==> src/sv/cqs_pkg.sv <==
// ----------------------------------------------------------------------------
// cqs_pkg
// Shared types, constants and helpers of the circular queue with search.
// ----------------------------------------------------------------------------
package cqs_pkg;

  localparam int DEPTH  = 16;
  localparam int IDX_W  = $clog2(DEPTH);
  localparam int CAP_W  = IDX_W + 1;
  localparam int POS_W  = $clog2(DEPTH + 1);
  localparam int DATA_W = 32;
  localparam int MODE_W = 2;
  localparam int STAT_W = 2;

  localparam int APB_AW = 3;
  localparam int APB_DW = 32;

  localparam logic [CAP_W-1:0] CAP_RESET = CAP_W'(DEPTH);
  localparam logic [CAP_W-1:0] CAP_MAX   = CAP_W'(DEPTH);
  localparam logic [POS_W-1:0] POS_LAST  = POS_W'(DEPTH);

  // register index taken from the word address
  localparam logic REG_CAPACITY = 1'b0;

  typedef enum logic [MODE_W-1:0] {
    MODE_ENQ  = 2'd0,
    MODE_DEQ  = 2'd1,
    MODE_SRCH = 2'd2,
    MODE_NOP  = 2'd3
  } mode_e;

  typedef enum logic [STAT_W-1:0] {
    ST_OK       = 2'd0,
    ST_FULL     = 2'd1,
    ST_EMPTY    = 2'd2,
    ST_NOTFOUND = 2'd3
  } status_e;

  typedef enum logic [1:0] {
    S_IDLE,
    S_DEQ,
    S_SRCH,
    S_HOLD
  } state_e;

  typedef struct packed {
    logic              we;
    logic [IDX_W-1:0]  waddr;
    logic [DATA_W-1:0] wdata;
    logic [IDX_W-1:0]  raddr;
  } ram_req_t;

  typedef struct packed {
    status_e                  status;
    logic signed [DATA_W-1:0] data;
    logic [POS_W-1:0]         pos;
  } res_t;

  // Advance a ring index, wrapping at the effective capacity.
  function automatic logic [IDX_W-1:0] step_idx(input logic [IDX_W-1:0] idx,
                                                input logic [CAP_W-1:0] cap);
    logic [CAP_W-1:0] n;
    n = CAP_W'(idx) + CAP_W'(1);
    if (n >= cap) n = '0;
    return n[IDX_W-1:0];
  endfunction

endpackage

==> src/sv/cqs_if.sv <==
// ----------------------------------------------------------------------------
// cqs_if
// Valid/ready channels for request and result beats of the queue.
// ----------------------------------------------------------------------------
interface cqs_req_if;
  import cqs_pkg::*;

  logic                     valid;
  logic                     ready;
  logic [MODE_W-1:0]        mode;
  logic signed [DATA_W-1:0] value;

  modport source (output valid, mode, value, input ready);
  modport sink   (input valid, mode, value, output ready);
endinterface

interface cqs_rsp_if;
  import cqs_pkg::*;

  logic                     valid;
  logic                     ready;
  logic [STAT_W-1:0]        status;
  logic signed [DATA_W-1:0] data_out;
  logic [POS_W-1:0]         position;

  modport source (output valid, status, data_out, position, input ready);
  modport sink   (input valid, status, data_out, position, output ready);
endinterface

==> src/sv/cqs_ram.sv <==
// ----------------------------------------------------------------------------
// cqs_ram
// Generic single-write, single-read RAM with registered read data.
// ----------------------------------------------------------------------------
module cqs_ram #(
  parameter int WIDTH = 32,
  parameter int DEPTH = 16
) (
  input  logic                                   clk_i,
  input  logic                                   we_i,
  input  logic [(DEPTH > 1 ? $clog2(DEPTH) : 1)-1:0] waddr_i,
  input  logic [WIDTH-1:0]                       wdata_i,
  input  logic [(DEPTH > 1 ? $clog2(DEPTH) : 1)-1:0] raddr_i,
  output logic [WIDTH-1:0]                       rdata_o
);

  logic [WIDTH-1:0] mem_q [DEPTH];
  logic [WIDTH-1:0] rdata_q;

  always_ff @(posedge clk_i) begin
    if (we_i) mem_q[waddr_i] <= wdata_i;
    rdata_q <= mem_q[raddr_i];
  end

  assign rdata_o = rdata_q;

endmodule

==> src/sv/cqs_ctrl.sv <==
// ----------------------------------------------------------------------------
// cqs_ctrl
// Request sequencer: ring pointers, entry RAM access, search walk and the
// result register.
// ----------------------------------------------------------------------------
module cqs_ctrl (
  input  logic                          clk_i,
  input  logic                          rst_ni,
  input  logic [cqs_pkg::CAP_W-1:0]     eff_cap_i,
  cqs_req_if.sink                       req,
  cqs_rsp_if.source                     rsp,
  output cqs_pkg::ram_req_t             ram_o,
  input  logic [cqs_pkg::DATA_W-1:0]    ram_rdata_i
);
  import cqs_pkg::*;

  state_e               state_q, state_d;
  logic [IDX_W-1:0]     head_q, head_d;
  logic [IDX_W-1:0]     tail_q, tail_d;
  logic                 empty_q, empty_d;
  logic [IDX_W-1:0]     cur_q, cur_d;
  logic [POS_W-1:0]     cnt_q, cnt_d;
  logic [DATA_W-1:0]    key_q, key_d;
  res_t                 res_q, res_d;
  res_t                 out_q, out_d;
  logic                 out_valid_q, out_valid_d;

  logic                 emit;
  res_t                 emit_res;
  logic                 out_free;
  logic [IDX_W-1:0]     tail_nxt;
  logic [IDX_W-1:0]     cur_nxt;

  assign out_free = !out_valid_q || rsp.ready;
  assign tail_nxt = step_idx(tail_q, eff_cap_i);
  assign cur_nxt  = step_idx(cur_q, eff_cap_i);
  assign req.ready = (state_q == S_IDLE);

  always_comb begin
    state_d     = state_q;
    head_d      = head_q;
    tail_d      = tail_q;
    empty_d     = empty_q;
    cur_d       = cur_q;
    cnt_d       = cnt_q;
    key_d       = key_q;
    res_d       = res_q;
    out_d       = out_q;
    out_valid_d = out_valid_q && !rsp.ready;
    emit        = 1'b0;
    emit_res    = '{status: ST_OK, data: '0, pos: '0};
    ram_o       = '{we: 1'b0, waddr: '0, wdata: req.value, raddr: head_q};

    unique case (state_q)
      S_IDLE: begin
        if (req.valid) begin
          unique case (mode_e'(req.mode))
            MODE_ENQ: begin
              emit = 1'b1;
              if (!empty_q && tail_nxt == head_q) begin
                emit_res.status = ST_FULL;
              end else begin
                ram_o.we = 1'b1;
                if (empty_q) begin
                  head_d      = '0;
                  tail_d      = '0;
                  empty_d     = 1'b0;
                  ram_o.waddr = '0;
                end else begin
                  tail_d      = tail_nxt;
                  ram_o.waddr = tail_nxt;
                end
              end
            end
            MODE_DEQ: begin
              if (empty_q) begin
                emit            = 1'b1;
                emit_res.status = ST_EMPTY;
              end else begin
                // head entry is being read this cycle; pointers move now
                if (head_q == tail_q) begin
                  head_d  = '0;
                  tail_d  = '0;
                  empty_d = 1'b1;
                end else begin
                  head_d = step_idx(head_q, eff_cap_i);
                end
                state_d = S_DEQ;
              end
            end
            MODE_SRCH: begin
              if (empty_q) begin
                emit            = 1'b1;
                emit_res.status = ST_EMPTY;
              end else begin
                key_d   = req.value;
                cur_d   = head_q;
                cnt_d   = POS_W'(1);
                state_d = S_SRCH;
              end
            end
            MODE_NOP: begin
              emit = 1'b1;
            end
            default: begin
              emit = 1'b1;
            end
          endcase
        end
      end
      S_DEQ: begin
        emit          = 1'b1;
        emit_res.data = ram_rdata_i;
      end
      S_SRCH: begin
        priority if (ram_rdata_i == key_q) begin
          emit         = 1'b1;
          emit_res.pos = cnt_q;
        end else if (cur_q == tail_q || cnt_q == POS_LAST) begin
          emit            = 1'b1;
          emit_res.status = ST_NOTFOUND;
        end else begin
          // fetch the next entry toward the tail
          cur_d       = cur_nxt;
          cnt_d       = cnt_q + POS_W'(1);
          ram_o.raddr = cur_nxt;
        end
      end
      S_HOLD: begin
        if (out_free) begin
          out_d       = res_q;
          out_valid_d = 1'b1;
          state_d     = S_IDLE;
        end
      end
      default: begin
        state_d = S_IDLE;
      end
    endcase

    // land a finished result in the output register, or park it
    if (emit) begin
      if (out_free) begin
        out_d       = emit_res;
        out_valid_d = 1'b1;
        state_d     = S_IDLE;
      end else begin
        res_d   = emit_res;
        state_d = S_HOLD;
      end
    end
  end

  always_ff @(posedge clk_i or negedge rst_ni) begin
    if (!rst_ni) begin
      state_q     <= S_IDLE;
      head_q      <= '0;
      tail_q      <= '0;
      empty_q     <= 1'b1;
      out_valid_q <= 1'b0;
    end else begin
      state_q     <= state_d;
      head_q      <= head_d;
      tail_q      <= tail_d;
      empty_q     <= empty_d;
      out_valid_q <= out_valid_d;
    end
  end

  always_ff @(posedge clk_i) begin
    cur_q <= cur_d;
    cnt_q <= cnt_d;
    key_q <= key_d;
    res_q <= res_d;
    out_q <= out_d;
  end

  assign rsp.valid    = out_valid_q;
  assign rsp.status   = out_q.status;
  assign rsp.data_out = out_q.data;
  assign rsp.position = out_q.pos;

  a_hold_blocked: assert property (@(posedge clk_i) disable iff (!rst_ni)
    state_q == S_HOLD |-> out_valid_q)
    else $error("result parked while output register is free");

  a_write_on_accept: assert property (@(posedge clk_i) disable iff (!rst_ni)
    ram_o.we |-> (state_q == S_IDLE && req.valid))
    else $error("entry write outside an accepted enqueue");

  a_walk_bound: assert property (@(posedge clk_i) disable iff (!rst_ni)
    state_q == S_SRCH |-> (cnt_q != '0 && cnt_q <= POS_LAST))
    else $error("search position out of range");

  a_empty_pointers: assert property (@(posedge clk_i) disable iff (!rst_ni)
    empty_q |-> (head_q == '0 && tail_q == '0))
    else $error("empty queue with pointers away from zero");

  a_deq_result: assert property (@(posedge clk_i) disable iff (!rst_ni)
    state_q == S_DEQ |=> (state_q == S_IDLE || state_q == S_HOLD))
    else $error("dequeue did not finish in one cycle");

endmodule

==> src/sv/circular_queue_with_search.sv <==
// ----------------------------------------------------------------------------
// circular_queue_with_search
// Ring-buffer queue of signed 32-bit words with enqueue, dequeue and search.
// ----------------------------------------------------------------------------
// One request beat is taken at a time and gives exactly one result beat.
// Enqueue, a refused enqueue, any request on an empty queue and the idle code
// finish in the accept cycle; a dequeue reads the head entry on accept and
// answers from S_DEQ; a search examines n entries (1 to 16) from the head,
// reading one entry per cycle in S_SRCH through the single read port of
// the entry RAM. The request side closes during the read cycles of a dequeue
// or a search, and while a second result is parked behind one that waits in
// the output register; a single waiting result does not close it.
// The capacity register (offset 0x0) limits the ring to 1..16 entries and
// must be written by the user only while the queue is idle (not enforced).
module circular_queue_with_search (
  input  logic                        clk_i,
  input  logic                        rst_ni,
  input  logic                        psel,
  input  logic                        penable,
  input  logic                        pwrite,
  input  logic [cqs_pkg::APB_AW-1:0]  paddr,
  input  logic [cqs_pkg::APB_DW-1:0]  pwdata,
  output logic [cqs_pkg::APB_DW-1:0]  prdata,
  output logic                        pready,
  cqs_req_if.sink                     req_i,
  cqs_rsp_if.source                   rsp_o
);
  import cqs_pkg::*;

  logic [CAP_W-1:0]  cap_q;
  logic [CAP_W-1:0]  eff_cap;
  logic              reg_sel;
  ram_req_t          ram_req;
  logic [DATA_W-1:0] ram_rdata;

  assign pready  = 1'b1;
  assign reg_sel = paddr[APB_AW-1];

  always_ff @(posedge clk_i or negedge rst_ni) begin
    if (!rst_ni) begin
      cap_q <= CAP_RESET;
    end else if (psel && penable && pwrite && reg_sel == REG_CAPACITY) begin
      cap_q <= pwdata[CAP_W-1:0];
    end
  end

  assign prdata = (reg_sel == REG_CAPACITY) ? APB_DW'(cap_q) : '0;

  // zero acts as one entry, anything above the built depth as the full ring
  always_comb begin
    priority if (cap_q == '0) begin
      eff_cap = CAP_W'(1);
    end else if (cap_q > CAP_MAX) begin
      eff_cap = CAP_MAX;
    end else begin
      eff_cap = cap_q;
    end
  end

  cqs_ctrl u_ctrl (
    .clk_i       (clk_i),
    .rst_ni      (rst_ni),
    .eff_cap_i   (eff_cap),
    .req         (req_i),
    .rsp         (rsp_o),
    .ram_o       (ram_req),
    .ram_rdata_i (ram_rdata)
  );

  cqs_ram #(
    .WIDTH (DATA_W),
    .DEPTH (DEPTH)
  ) u_ram (
    .clk_i   (clk_i),
    .we_i    (ram_req.we),
    .waddr_i (ram_req.waddr),
    .wdata_i (ram_req.wdata),
    .raddr_i (ram_req.raddr),
    .rdata_o (ram_rdata)
  );

endmodule

==> src/flat_wrapper.sv <==
// flat-port wrapper written by rule: the top's interface ports become plain ports
module circular_queue_with_search_flat import cqs_pkg::*;
  (clk_i, rst_ni, psel, penable, pwrite, paddr, pwdata, prdata, pready, req_i_valid, req_i_mode, req_i_value, req_i_ready, rsp_o_valid, rsp_o_status, rsp_o_data_out, rsp_o_position, rsp_o_ready);
  cqs_req_if req_i_i ();
  cqs_rsp_if rsp_o_i ();
  input  logic clk_i;
  input  logic rst_ni;
  input  logic psel;
  input  logic penable;
  input  logic pwrite;
  input  logic [cqs_pkg::APB_AW-1:0] paddr;
  input  logic [cqs_pkg::APB_DW-1:0] pwdata;
  output logic [cqs_pkg::APB_DW-1:0] prdata;
  output logic pready;
  input wire logic [$bits(req_i_i.valid)-1:0] req_i_valid;
  input wire logic [$bits(req_i_i.mode)-1:0] req_i_mode;
  input wire logic [$bits(req_i_i.value)-1:0] req_i_value;
  output wire logic [$bits(req_i_i.ready)-1:0] req_i_ready;
  output wire logic [$bits(rsp_o_i.valid)-1:0] rsp_o_valid;
  output wire logic [$bits(rsp_o_i.status)-1:0] rsp_o_status;
  output wire logic [$bits(rsp_o_i.data_out)-1:0] rsp_o_data_out;
  output wire logic [$bits(rsp_o_i.position)-1:0] rsp_o_position;
  input wire logic [$bits(rsp_o_i.ready)-1:0] rsp_o_ready;
  assign req_i_i.valid = req_i_valid;
  assign req_i_i.mode = req_i_mode;
  assign req_i_i.value = req_i_value;
  assign req_i_ready = req_i_i.ready;
  assign rsp_o_valid = rsp_o_i.valid;
  assign rsp_o_status = rsp_o_i.status;
  assign rsp_o_data_out = rsp_o_i.data_out;
  assign rsp_o_position = rsp_o_i.position;
  assign rsp_o_i.ready = rsp_o_ready;
  circular_queue_with_search u_core (.clk_i(clk_i), .rst_ni(rst_ni), .psel(psel), .penable(penable), .pwrite(pwrite), .paddr(paddr), .pwdata(pwdata), .prdata(prdata), .pready(pready), .req_i(req_i_i), .rsp_o(rsp_o_i));
endmodule
==> config.mk <==
export PLATFORM = sky130hd
export DESIGN_NAME = circular_queue_with_search_flat
export DESIGN_NICKNAME = d
export VERILOG_FILES = /design/src/sv/cqs_pkg.sv /design/src/sv/cqs_if.sv /design/src/sv/cqs_ram.sv /design/src/sv/cqs_ctrl.sv /design/src/sv/circular_queue_with_search.sv /design/src/flat_wrapper.sv
export SDC_FILE = /design/constraint.sdc
export NUM_CORES = 1
export LEC_CHECK = 0
export BUFFER_PORTS_ARGS = -buffer_cell sky130_fd_sc_hd__buf_2
export CELL_PAD_IN_SITES_DETAIL_PLACEMENT = 1
export CELL_PAD_IN_SITES_GLOBAL_PLACEMENT = 2
export CORE_MARGIN = 8
export CORE_UTILIZATION = 46
export CTS_CLUSTER_SIZE = 28
export DETAILED_ROUTE_END_ITERATION = 10
export GPL_TIMING_DRIVEN = 0
export PLACE_DENSITY = 0.83
export SETUP_SLACK_MARGIN = 0.5
export SYNTH_ARGS = -nofsm -noshare
export SYNTH_HDL_FRONTEND = slang
export SYNTH_SLANG_ARGS = --single-unit
==> constraint.sdc <==
create_clock -name clk_i -period 14.7 [get_ports clk_i]
set_clock_uncertainty 0.15 [all_clocks]
set_input_delay 0.735 -clock clk_i [delete_from_list [all_inputs] [get_ports clk_i]]
set_output_delay 0.735 -clock clk_i [all_outputs]
set_load 0.03 [all_outputs]
# After elaboration in Yosys (flattened, before gate mapping)
# Memories as Yosys holds them, arrays and structs flattened. A register that Yosys moved wholly into a read port is not among the register bits.
# Cells that the tools add are included.
# W data, S select, Z words.
# word_totals
reg_bits,136
ram_bits,512
input_bits,76
out_inout_bits,74
elab_cells,150
mem_count,1
# classes
addsub,4
n_lt_le_gt_ge,4
n_eq_ne,25
n_mux,73
n_bitwise,3
reduce_logical,25
# memory_table
name,depth,width,read_ports,rd_clocked_by_memory_dff,write_ports,line_no,source
u_core.u_ram.mem_q,16,32,1,1,1,cqs_ram.sv:17,logic [WIDTH-1:0] mem_q [DEPTH];
# ops
op,count
$mux W39,4
$mux W4,19
$mux W5,14
$eq A32 B32 Y1,1
$mux W32,1
$pmux W4 S2,3
$reduce_and A6 Y1,4
$mux W2,10
$ne A2 B2 Y1 const B,8
$pmux W2 S2,4
$add A4 B1 Y5 const B,3
$ge A5 B5 Y1,3
$mux W1,14
$eq A4 B4 Y1,3
$pmux W5 S2,1
$eq A2 B2 Y1 const B,4
$ne A4 B4 Y1 const B,2
$reduce_and A4 Y1,2
$add A5 B1 Y5 const B,1
$eq A5 B5 Y1 const B,1
$gt A5 B5 Y1 const B,1
$logic_and A1 B1 Y1,5
$logic_not A5 Y1,1
$eq A2 B1 Y1 const B,2
other kinds (14),23

# Longest topological paths before layout
# logic_depth
word_depth,13
mapped_depth,14
mapped_depth_nobuf,12

# Modules after synthesis
# From an unflattened synthesis, not the netlist that was laid out.
# hier_totals
cells_unflattened,1478
area_unflattened_um2,26894.5
# modules_own_cells
mod,n_inst,cells_per_inst,area_per_inst_um2,seq_area_each_um2
cqs_ram,1,838,19835.3,16015.4
cqs_ctrl,1,587,6558.8,3484.6
circular_queue_with_search,1,53,500.5,126.4

# Worst setup path before layout
# OpenSTA, ideal clock, no wires.
# synth_path
kind,register -> register
from,register u_core.u_ctrl.tail_q[1]
to,"memory u_core.u_ram.mem_q[7][0], enable pin"
arrival_ps,5840
t_required_ps,14049
slack_ps,8209
stages_incl_launch_ff,11
path_cell_list,dfrtp_1 ha_1 xnor2_2 inv_1 ha_1 a211o_1 a211oi_4 xor2_1 a2111o_2 or3b_1 nor4_1
# synth_via
elab_chain_cells,11
elab_cells_between_ends,12
# synth_rtl
item,line_no,source
from (decl),cqs_ctrl.sv:19,"logic [IDX_W-1:0] tail_q, tail_d;"
from (signal assigned),cqs_ctrl.sv:164,tail_q <= tail_d;
$add A4 B1 Y5 *,cqs_pkg.sv:63,n = CAP_W'(idx) + CAP_W'(1);
$ge A5 B5 Y1,cqs_pkg.sv:64,if (n >= cap) n = '0;
$mux W4 *,cqs_pkg.sv:64,
$eq A4 B4 Y1,cqs_ctrl.sv:60,if (!empty_q && tail_nxt == head_q) begin
$logic_and A1 B1 Y1,cqs_ctrl.sv:60,
$mux W5 *,cqs_ctrl.sv:60,
$mux W5 *,cqs_ctrl.sv:57,unique case (mode_e'(req.mode))
$mux W5 *,cqs_ctrl.sv:56,if (req.valid) begin
$mux W5 *,cqs_ctrl.sv:54,unique case (state_q)
$mux W1,cqs_ram.sv:21,if (we_i) mem_q[waddr_i] <= wdata_i;
$mux W1 (not written as such),cqs_ram.sv:21,
to (decl),cqs_ram.sv:17,
# Mark *: on every way between the ends. The rest lies on a longest branch, timed or not.

# Final worst setup path
# layout_path
from,register u_core.u_ctrl.cur_q[0]
to,register u_core.u_ram.rdata_q[28] (netlist: u_core.u_ram.rdata_o[28]) (read register of u_core.u_ram.mem_q)
# layout_via
elab_chain_cells,6
elab_cells_between_ends,8
# layout_rtl
item,line_no,source
from (decl),cqs_ctrl.sv:21,"logic [IDX_W-1:0] cur_q, cur_d;"
from (signal assigned),cqs_ctrl.sv:171,cur_q <= cur_d;
$add A4 B1 Y5,cqs_pkg.sv:63,
$ge A5 B5 Y1,cqs_pkg.sv:64,
$mux W4,cqs_pkg.sv:64,
$mux W4 *,cqs_ctrl.sv:119,end else if (cur_q == tail_q || cnt_q == POS_LAST) begin
$mux W4 *,cqs_ctrl.sv:116,priority if (ram_rdata_i == key_q) begin
$mux W4 *,cqs_ctrl.sv:54,
to (decl),cqs_ram.sv:18,logic [WIDTH-1:0] rdata_q;
# Marks and branches as above.
# A chain may end at the register's enable or synchronous reset.

==> out/qor.txt <==
Slowest cell on crit path = nor4_1
crit share post-route = 39.6%
hold crit path type = input pin to register
share of cells above drive strength 1 = 11.6%
CTS resizes = 0
Yosys warnings = 0
Ports = 150
Avg Vias per Cell = 6.91
CP Class = register to register
Required @ worst endpoint = 15.06 ns
Fmax = 0.172 GHz
Power Dens Cells = 206 nW/um2
Leak = 11.3 nW
Synth area leaders = edfxtp_1 56%, o211ai_1 12%, o21ai_0 4.8%
register area share after synthesis = 61.9%
maximum buffer depth of the clock tree = 3
top_reg_cell synth = edfxtp_1
worst path cell trace = ha_1 > xnor2_1 > inv_1 > ha_1 > a21o_1 > a31oi_1 > o21ai_1 > nor4_1 > clkbuf_1 > clkbuf_1 > nand3_1 > o211ai_1 > a22oi_1 > nand4_1
status = finished, final reports clean
via count = 26501
1st-pass router iterations = 5
crit path time final = 5.82 ns
CTS sink count = 680
Detail Route Antenna Nets = 0
Layout Utilization = 53.5%
vias in the first global route = 27016
Worst-path clk slew = 0.06 ns
hold_buf cts = 1
#FFs+latches synth = 680
CTS tree = done
Max-cap violations = 0
Rel. slew slack = 6.76%
synth-to-layout area growth = 15.5%
WP data arrival = 6.18 ns
DRC Markers = 0
max-slew violations = 0
CP delay by family, top = buffers and inverters
top cell types by occurrence after synthesis = 592 x edfxtp_1, 515 x o211ai_1, 303 x o21ai_0
Die Width = 279 um
RePlAce Congestion = 0.965
top-count cell post-synth = edfxtp_1
drt total wl = 130000 um
total negative slack = 0 ns
final hold vios = 0
Critical Path Max Stage Delay = 1.05 ns
Clock Latency Late Sink = 0.64 ns
critical path launch point type = register
asr flop ratio synth = 2.50%
final setup fails = 0
Die ar. = 77600 um2
Max IR drop VDD = 0.142 mV
Syn Area/Cell = 12.0 um2
mapped cell area = 31700 um2
clock root cell = clkbuf_16
Mapped Cells = 2653
Setup Buffers After CTS = 0
fill count = 7057
number of port buffers = 92
RSZ-0062 raised after global routing = false
antenna violations before repair = 7
Final Net Count = 2986
initial core utilization = 46.3%
crit-path max FO = 10
worst slew pin tran = 1.40 ns
Inserted Clock Buffers = 75
CTS H-tree lvls = 3
CP endpoint kind = register
synth unique cells = 67
Rows = 96
Die Ht = 279 um
number of synthesized flops with an enable pin = 592
Synth area leader = edfxtp_1
top cell type's share of synthesized area = 56.1%
total track usage = 32.5%
worst path buffer plus inverter count = 3
routed len/inst = 33.8 um
total grt overflow = 0
DP HPWL = 93900 um
Core Area = 68500 um2
Initial DRC Count = 3332
global-route wire length before repair = 187000 um
largest net degree at the start of global routing = 34
==> worst register-to-register path: stages, from the launching register on <==
cell	delay, ns
edfxtp_1	0.52
ha_1	0.28
xnor2_1	0.29
inv_1	0.12
ha_1	0.31
a21o_1	0.19
a31oi_1	0.15
o21ai_1	0.23
nor4_1	1.05
clkbuf_1	0.99
clkbuf_1	0.50
nand3_1	0.16
o211ai_1	0.17
a22oi_1	0.22
nand4_1	0.37
==> cell type report <==
class	instances	area (um2)	area share, %
flip-flops and latches	680	19600	53.6
plain buffers	310	1320	3.61
multi-input cells	1670	10900	29.8
inverters	19	71.3	0.195
clock buffers	101	2050	5.61
well taps	882	1100	3.01
diodes	3	7.51	0.0205
clock inverters	37	358	0.977
repair buffers	132	1180	3.21
==> cells by family (layout without fill, tap and decap cells) <==
kind of cell               after synthesis  in the layout  share of synthesized area (%)
buffers and inverters                  329            599                           4.39
and+or+nand+nor                        519            519                           8.50
other                                    2             31                         0.0237
AOI/OAI and AO/OA                     1006           1006                           21.5
DFF                                    680            680                           61.9
muxes                                   44             44                           1.41
adders and majority gates               23             23                          0.899
xor gates and xnor gates                50             50                           1.40
==> per-stage QoR <==
| stage | setup WS [ns] | instance area [um2] | power (mW) | std cells | hold slack (ns) |
|---|---|---|---|---|---|
| 5_1_grt | 8.76 | 36600 | 7.75 | 3831 | 0.180 |
| 3_3_place_gp | 3.54 | 33400 | 5.44 | 3653 | 0.336 |
| 2_1_floorplan | 8.21 | 31800 | 4.21 | 2679 | 0.289 |
| 6_report | 8.88 | 36600 | 7.54 | 3834 | 0.189 |
| 4_1_cts | 9.09 | 36600 | 7.42 | 3831 | 0.167 |
| 3_5_place_dp | 9.12 | 34200 | 5.56 | 3692 | 0.341 |
==> cells in the final DEF (no fill, tap or decap), drive strengths merged, types with 6 or more instances in the layout <==
cell type  synthesis  routed
inv               19      22
a21oi             12      12
clkinv             0      28
o21ai            307     307
and2              37      37
conb               2      28
xor2              47      47
nor3              19      19
dfrtp             15      15
dfxtp             71      71
edfxtp           592     592
nand4             38      38
a21o               8       8
nor2              33      33
ha                22      22
and3               7       7
nor4              12      12
a22oi            130     130
o2bb2ai            6       6
nor2b              8       8
nand3            269     269
o211ai           515     515
buf               85     216
clkbuf           225     326
mux2i             39      39
nand2             74      74
==> power by group <==
| part | switching, mW | total, mW | internal [mW] |
|---|---|---|---|
| Combinational | 2.41 | 3.25 | 0.839 |
| Sequential | 0.121 | 2.41 | 2.29 |
| Clock | 0.814 | 1.88 | 1.06 |
==> registers in the layout, indices dropped and copies added, names as in the netlist, 2 cells and up <==
name and cells:
u_core.u_ctrl.rsp.status 2, u_core.u_ctrl.res_q 39, u_core.cap_q 5, u_core.u_ctrl.rsp.position 5, u_core.u_ram.rdata_o 32, u_core.u_ctrl.rsp.data_out 32, u_core.u_ctrl.tail_q 4, u_core.u_ctrl.state_q 2
u_core.u_ram.mem_q 512, u_core.u_ctrl.cnt_q 5, u_core.u_ctrl.head_q 4, u_core.u_ctrl.cur_q 4, u_core.u_ctrl.key_q 32
==> routing by layer <==
metal | vias up | share of wire, % | track usage [%] | wire length [um]
li1 | 10976 | - | - | -
met1 | 13381 | 37 | 41.0 | 47800
met2 | 1769 | 47 | 53.2 | 61400
met3 | 369 | 11 | 7.71 | 14000
met4 | 6 | 5.0 | 14.5 | 6460
met5 | - | 0.032 | 0 | 41
==> path summary, 6_finish.rpt <==
path,startpoint,endpoint,slack (ns),cells past startpoint
min in group asynchronous,rst_ni,u_core.u_ctrl.head_q[2]$_DFFE_PN0P_,0.44,2
min reg2reg,u_core.u_ram.rdata_o[12]$_DFF_P_,u_core.u_ctrl.rsp.data_out[12]$_DFF_P_,0.35,2
max in group asynchronous,rst_ni,u_core.u_ctrl.empty_q$_DFFE_PN1P_,13.61,2
max,u_core.u_ctrl.cur_q[0]$_DFFE_PP_,u_core.u_ram.rdata_o[28]$_DFF_P_,8.88,14
max reg2reg,u_core.u_ctrl.cur_q[0]$_DFFE_PP_,u_core.u_ram.rdata_o[28]$_DFF_P_,8.88,14
min,pwdata[2],u_core.cap_q[2]$_DFFE_PN0P_,0.19,2
Power figures use the tool's default switching activity.
